**src/obf_pkg.sv**
```systemverilog
// Shared constants, types and codes for the order book top-of-book block.
`timescale 1ns / 1ps
package obf_pkg;

  localparam int LEVELS = 64;
  localparam int LVL_W = $clog2(LEVELS);
  localparam int CNT_W = LVL_W + 1;

  localparam int SYM_W = 16;
  localparam int PRICE_W = 32;
  localparam int QTY_W = 32;
  localparam int TIME_W = 48;
  localparam int STAT_W = 3;
  localparam int COUNT_W = 32;

  localparam int MID_W = PRICE_W + 1;
  localparam int PCT_W = 25;
  localparam int FRAC_W = 16;
  localparam int MICRO_W = 48;

  localparam int PCT_SCALE = 13107200;
  localparam int PCT_SCALE_W = 24;
  localparam int PCT_PROD_W = PRICE_W + PCT_SCALE_W;
  localparam int MP_PROD_W = PRICE_W + QTY_W;

  localparam int DIV_NUM_W = MP_PROD_W + FRAC_W;
  localparam int DIV_DEN_W = QTY_W + 1;
  localparam int DIV_CNT_W = $clog2(DIV_NUM_W + 1);

  localparam int APB_ADDR_W = 3;
  localparam int APB_DATA_W = 32;
  localparam logic REG_BOOK_SYMBOL = 1'b0;

  localparam logic ACT_SET = 1'b0;
  localparam logic ACT_FILL = 1'b1;
  localparam logic SIDE_BID = 1'b0;
  localparam logic SIDE_ASK = 1'b1;

  typedef enum logic [STAT_W-1:0] {
    ST_OK           = 3'd0,
    ST_SYM_MISMATCH = 3'd1,
    ST_PRICE_ABSENT = 3'd2,
    ST_OVERFILL     = 3'd3,
    ST_SIDE_FULL    = 3'd4
  } status_t;

  typedef enum logic [3:0] {
    S_IDLE,
    S_FIND,
    S_UPDATE,
    S_BEST,
    S_MUL,
    S_PCT_START,
    S_PCT_WAIT,
    S_MP_START,
    S_MP_WAIT,
    S_DONE
  } state_t;

  typedef struct packed {
    logic               valid;
    logic [PRICE_W-1:0] price;
    logic [QTY_W-1:0]   qty;
  } lvl_entry_t;

  typedef struct packed {
    logic               en;
    logic               vset;
    logic               vclr;
    logic               side;
    logic [LVL_W-1:0]   addr;
    logic [PRICE_W-1:0] price;
    logic [QTY_W-1:0]   qty;
  } lvl_wr_t;

endpackage

```
**src/obf_div.sv**
```systemverilog
// Restoring divider, one quotient bit per cycle.
`timescale 1ns / 1ps
module obf_div
  import obf_pkg::*;
(
  input  logic                 clk,
  input  logic                 rst,
  input  logic                 start,
  input  logic [DIV_NUM_W-1:0] num,
  input  logic [DIV_DEN_W-1:0] den,
  output logic                 done,
  output logic [DIV_NUM_W-1:0] quo
);

  localparam logic [DIV_CNT_W-1:0] LAST = DIV_CNT_W'(DIV_NUM_W - 1);

  logic                 busy;
  logic [DIV_CNT_W-1:0] cnt;
  logic [DIV_DEN_W-1:0] rem;
  logic [DIV_DEN_W-1:0] rem_next;
  logic [DIV_DEN_W-1:0] den_q;
  logic [DIV_DEN_W:0]   sh;
  logic                 qbit;

  always_comb begin
    sh = {rem, quo[DIV_NUM_W-1]};
    if (sh >= {1'b0, den_q}) begin
      qbit = 1'b1;
      rem_next = DIV_DEN_W'(sh - {1'b0, den_q});
    end else begin
      qbit = 1'b0;
      rem_next = sh[DIV_DEN_W-1:0];
    end
  end

  always_ff @(posedge clk) begin
    if (rst) begin
      busy <= 1'b0;
      done <= 1'b0;
      cnt <= '0;
    end else begin
      done <= 1'b0;
      if (start) begin
        busy <= 1'b1;
        cnt <= '0;
      end else if (busy) begin
        cnt <= cnt + 1'b1;
        if (cnt == LAST) begin
          busy <= 1'b0;
          done <= 1'b1;
        end
      end
    end
  end

  always_ff @(posedge clk) begin
    if (start) begin
      quo <= num;
      rem <= '0;
      den_q <= den;
    end else if (busy) begin
      rem <= rem_next;
      quo <= {quo[DIV_NUM_W-2:0], qbit};
    end
  end

endmodule

```
**config.mk**
```make
export PLATFORM = sky130hd
export DESIGN_NAME = obf_div
export DESIGN_NICKNAME = d
export VERILOG_FILES = /design/src/obf_pkg.sv /design/src/obf_div.sv
export SDC_FILE = /design/constraint.sdc
export NUM_CORES = 1
export LEC_CHECK = 0
export ABC_AREA = 0
export BUFFER_PORTS_ARGS = -buffer_cell sky130_fd_sc_hd__buf_4
export CORE_MARGIN = 3
export CORE_UTILIZATION = 58
export DETAILED_ROUTE_END_ITERATION = 10
export PLACE_DENSITY = 0.95
export SETUP_SLACK_MARGIN = 0.1
export SLEW_MARGIN = 20
export SYNTH_ARGS = -nofsm -noshare
export SYNTH_HDL_FRONTEND = slang
export SYNTH_SLANG_ARGS = --single-unit
export TNS_END_PERCENT = 1
```
**constraint.sdc**
```tcl
create_clock -name clk -period 8.4 [get_ports clk]
set_input_delay 1.26 -clock clk [delete_from_list [all_inputs] [get_ports clk]]
set_output_delay 1.26 -clock clk [all_outputs]
set_load 0.1 [all_outputs]
```
-- After elaboration in Yosys (flattened, before gate mapping)
Cells that the tools add are included.
- divide/modulo/power cells: 0
- eq/ne operators: 1
- shift operators: 0
- add/subtract/negate cells: 2
- multipliers: 0
- muxes and demuxes: 8
- magnitude comparators: 1
- bitwise gates (word level): 1
- reductions and logical operators: 3
- operators with widths (cell ; number):
    80-bit two-way mux ; 2
    34-bit by 33-bit greater-or-equal comparator with 1-bit output ; 1
    33-bit two-way mux ; 1
    33-bit subtractor ; 1
    7-bit by 1-bit adder with 7-bit output, second input constant ; 1
    7-bit == test, second input constant ; 1
    1-bit two-way mux ; 5
    3-bit OR reduction ; 1
    2-bit nonzero test ; 1
    2-bit OR reduction ; 1
    1-bit NOT ; 1
- output and inout bits: 81
- RAM bits: 0
- bits of input ports: 116
- latch bits: 0
- ROM bits: 0
- word-level logic and storage cells: 22
- memories: 0
- bits in registers: 155

-- Logic depth before layout (Yosys ltp)
- depth in word-level cells: 4
- mapped depth: 14
- gate-level depth less buffers: 13

-- Least setup slack after synthesis
No wires, ideal clock.
- path type: reg2reg
- from: reg quo[79]
- to: reg rem[18]
- arrival time: 3438 ps
- setup slack: 4834 ps
- required time: 8272 ps
- stages on the path, launching flop included: 15
- setup time: 128 ps
- path buffers: 1
- clock period less this slack: 3566 ps
- cell sequence: edfxtp_1 > inv_1 > ha_1 > inv_1 > fa_1 > a21o_1 > a221oi_2 > or3_1 > a21o_1 > a21oi_1 > a211oi_2 > buf_4 > mux2_1 > mux2i_1 > nor2_1
- cells in the longest elaborated chain, start to end: 2
- elaborated cells between the ends (all ways): 3
- those cells by class: 1 x add/sub; 1 x order compare; 1 x mux
- RTL lines (element ; RTL line ; RTL):
    start, declared ; obf_div.sv:12 ; output logic [DIV_NUM_W-1:0] quo
    start signal, assigned ; obf_div.sv:58 ; quo <= num;
    start signal, assigned ; obf_div.sv:63 ; quo <= {quo[DIV_NUM_W-2:0], qbit};
    33-bit subtractor / 34-bit by 33-bit greater-or-equal comparator with 1-bit output (equally long branches) ; obf_div.sv:29, obf_div.sv:27 ;
    33-bit two-way mux (*) ; obf_div.sv:27 ; if (sh >= {1'b0, den_q}) begin
    end signal, assigned ; obf_div.sv:62 ; rem <= rem_next;
    end, declared ; obf_div.sv:19 ; logic [DIV_DEN_W-1:0] rem;
Every way passes the cells marked *; elsewhere a longest branch is shown, timed or not.
A chain may end at the register's enable or synchronous reset.

-- Final worst setup path
Same ends and word-level chain as after synthesis.

==> qor.csv <==
metric,value,unit
status,"complete, no violations",
drive_gt1_share,35.41,%
switching_share,37.38,%
endpoint,rem[18],
antenna_found_initial,0,
crit_path_start_kind,register,
ys_seq_elements,155,
grt_max_degree,96,
area_growth_syn_to_layout,26.13,%
io_pins,197,
clk_latency,0.43,ns
rsz0062_at_grt,false,
worstReg2RegStart,quo[79],
core,13510,um^2
syn_area_per_cell,11.26,um^2
reg2reg_setup_slack,4.72,ns
cts_max_path_buffers,2,
period_needed,3.678,ns
path_cells,inv_1 -> ha_1 -> inv_1 -> fa_1 -> a21o_1 -> a221oi_2 -> or3_1 -> a21o_1 -> a21oi_1 -> a211oi_4 -> buf_4 -> mux2_1 -> mux2i_1 -> nor2_1,
cts_post_setup_buffers_inserted,0,
grt_pass1_vias,6481,
die_w,124.5,um
routed.top_layer,met4,
synth_edf_count,113,
r2r-end,rem[18],
dieArea,15490,um^2
start_util,60.27,%
diodes,0,
rows,42,
fin_crit_sh,43.78,%
cts_hold_buf,0,
drv_slew,0,
internal_power,1.528,mW
met2WireLength,10630,um
ys_types,58,
yosysWarnings,0,
maxCapViolCount,0,
worst_pin_slew,0.8072,ns
power.total,2.440,mW
fill_cells,841,
cp.arrival,3.96,ns
clk_pin_slew,0.06,ns
grt_usage,26.77,%
remaining_drc_errors,0,
synth_area,8140,um^2
power.density,237.7,nW/um^2
final.setup.tns,0,ns
drt-initial-drc-count,417,
cts_root_buf,clkbuf_16,
vias,6309,
ant_nets,0,
relSlewSlack,46.19,%
ir_worst_vdd,0.1991,mV
synth-main-ff-cell,edfxtp_1,
async_reset_ff_share,0,%
wire_per_inst,19.01,um
place_hpwl,14680,um
grt_pass1_wl,33020,um
p_sw,912.0,uW
p_comb_share,32.0,%
synth_nets,874,
ys_seq_area_share,52.01,%
slowest_delay,0.54,ns
crit_fanout,60,
hold_viol,0,
cp.required,8.68,ns
wl_met3,1695,um
portBuffers,196,
critPathCaptureType,register,
cts.htree.levels,4,
cts.repair.resized,0,
p_seq_share,39.0,%
power.share.clock,29.0,%
clkSinkCount,155,
slowest_stage,buf_4,
place_congestion,0.9013,
cts_tree,yes,
fmax,271.9,MHz
die_h,124.5,um
crit_type,register to register,
vias_per_cell,5.783,
firstDrtPassIters,4,
layout.nets,1053,
routed_wl,20740,um
critPathBufInv,3,
wl_met1,8017,um
grt_overflow,0,
cts_buffers,17,
leakage,4.333,nW
hold_path.class,register to register,
setup_viol_count_final,0,
critPathLaunch,quo[79],
critPathTopFamily,compound AO/OA/AOI/OAI gates,
reg2reg_depth,14,
finClkSkew,0.006804,ns
syn_inst,723,
path_depth,14,
-- worst reg2reg max path, delay by kind of cell, from the launching register on --
family	cells	cell delay [ns]
AOI/OAI and AO/OA	5	1.13
buffers and inverters	3	0.67
adders and majority gates	2	0.55
muxes	2	0.53
DFF	1	0.40
and+or+nand+nor	2	0.26
-- power by group through the flow --
| stage | sequential (mW) | combinational, mW | clock (mW) |
|---|---|---|---|
| after floorplan | 1.25 | 0.302 | 0 |
| after global placement | 0.961 | 0.754 | 0 |
| after detailed placement | 0.965 | 0.771 | 0 |
| after CTS | 0.952 | 0.777 | 0.718 |
| after global routing | 0.960 | 0.828 | 0.749 |
| final | 0.951 | 0.782 | 0.707 |
-- synth_stat cells (all sizes together), types with 4 or more instances --
master,count,area [um^2]
xnor2,14,122.6
mux2i,9,90.09
a31oi,10,62.56
dfxtp,42,840.8
edfxtp,113,3393
nor3,8,45.04
nand4,6,37.54
o21bai,4,30.03
a21oi,59,299.0
nor2,66,247.7
or3,5,31.28
inv,41,153.9
o21ai,26,133.9
nor2b,4,25.02
clkbuf,29,108.9
xor2,17,148.9
and3,6,37.54
a21o,15,112.6
mux2,81,912.1
nand2,33,126.4
ha,34,425.4
a211oi,31,242.7
buf,11,61.30
o21a,5,37.54
nand3,16,80.08
-- stage by stage --
| stage | setup slack, ns | util [%] | hold slack, ns | instances | instance area [um^2] |
|---|---|---|---|---|---|
| final | 4.722 | 76.02 | 0.5085 | 1091 | 10270 |
| after global placement | 4.900 | 71.82 | 0.4697 | 1058 | 9699 |
| after global routing | 4.413 | 76.02 | 0.5193 | 1091 | 10270 |
| after floorplan | 4.834 | - | 0.4476 | 723 | 8140 |
| after detailed placement | 4.696 | 71.82 | 0.4953 | 1058 | 9699 |
| after CTS | 4.701 | 75.82 | 0.5079 | 1090 | 10240 |
-- how the worst min path moves through the flow --
stage          slack, ns  endpoint    start  depth (start not counted)
2_1_floorplan       0.45      done   cnt[6]                          2
3_3_place_gp        0.47    cnt[6]   cnt[6]                          2
3_5_place_dp        0.50      done   cnt[6]                          2
4_1_cts             0.51    cnt[5]   cnt[5]                          2
5_1_grt             0.52    cnt[5]   cnt[5]                          2
6_report            0.51   rem[11]  rem[11]                          2
-- metal layers --
metal	up-vias	track usage, %
met3	25	10.51
met5	-	0
met1	3015	30.55
met4	0	7.737
met2	232	46.56
li1	3037	-
-- logic make-up (layout without fill, tap and decap cells) --
| group | Yosys count | count (layout) | share of synthesized area [%] |
|---|---|---|---|
| XOR/XNOR | 31 | 31 | 3.335 |
| AND/OR/NAND/NOR | 159 | 159 | 9.069 |
| flip-flops | 155 | 155 | 52.01 |
| adder cells (fa/ha/maj) | 35 | 35 | 5.472 |
| buffers and inverters | 81 | 273 | 3.981 |
| multiplexers | 90 | 90 | 12.31 |
| AO/OA/AOI/OAI | 172 | 172 | 13.82 |
-- cell usage in the layout, fill, tap and decap left out, drive strengths merged, types with 8 or more instances in the layout --
master	n
clkbuf	18
inv	47
dfxtp	42
buf	200
mux2	81
nand3	16
nand2	33
nor3	8
mux2i	9
xnor2	14
xor2	17
a21o	15
a211oi	31
edfxtp	113
nor2	66
ha	34
a31oi	10
o21ai	26
a21oi	59
-- registers in the layout, summed over array words and instances (netlist names) --
name and flops:
rem 33, busy 1, quo 80, done 1, cnt 7, den_q 33
-- cell type report --
cell class              instances  area [um^2]  share of cell area, %
flip-flops and latches        155         4235                  41.25
multi-input cells             487         3592                  34.99
repair buffers                200         1525                  14.86
clock buffers                  18        429.2                  4.180
well taps                     176        220.2                  2.145
inverters                      41        153.9                  1.499
clock inverters                14        111.4                  1.085
(Power assumes the default switching activity.)
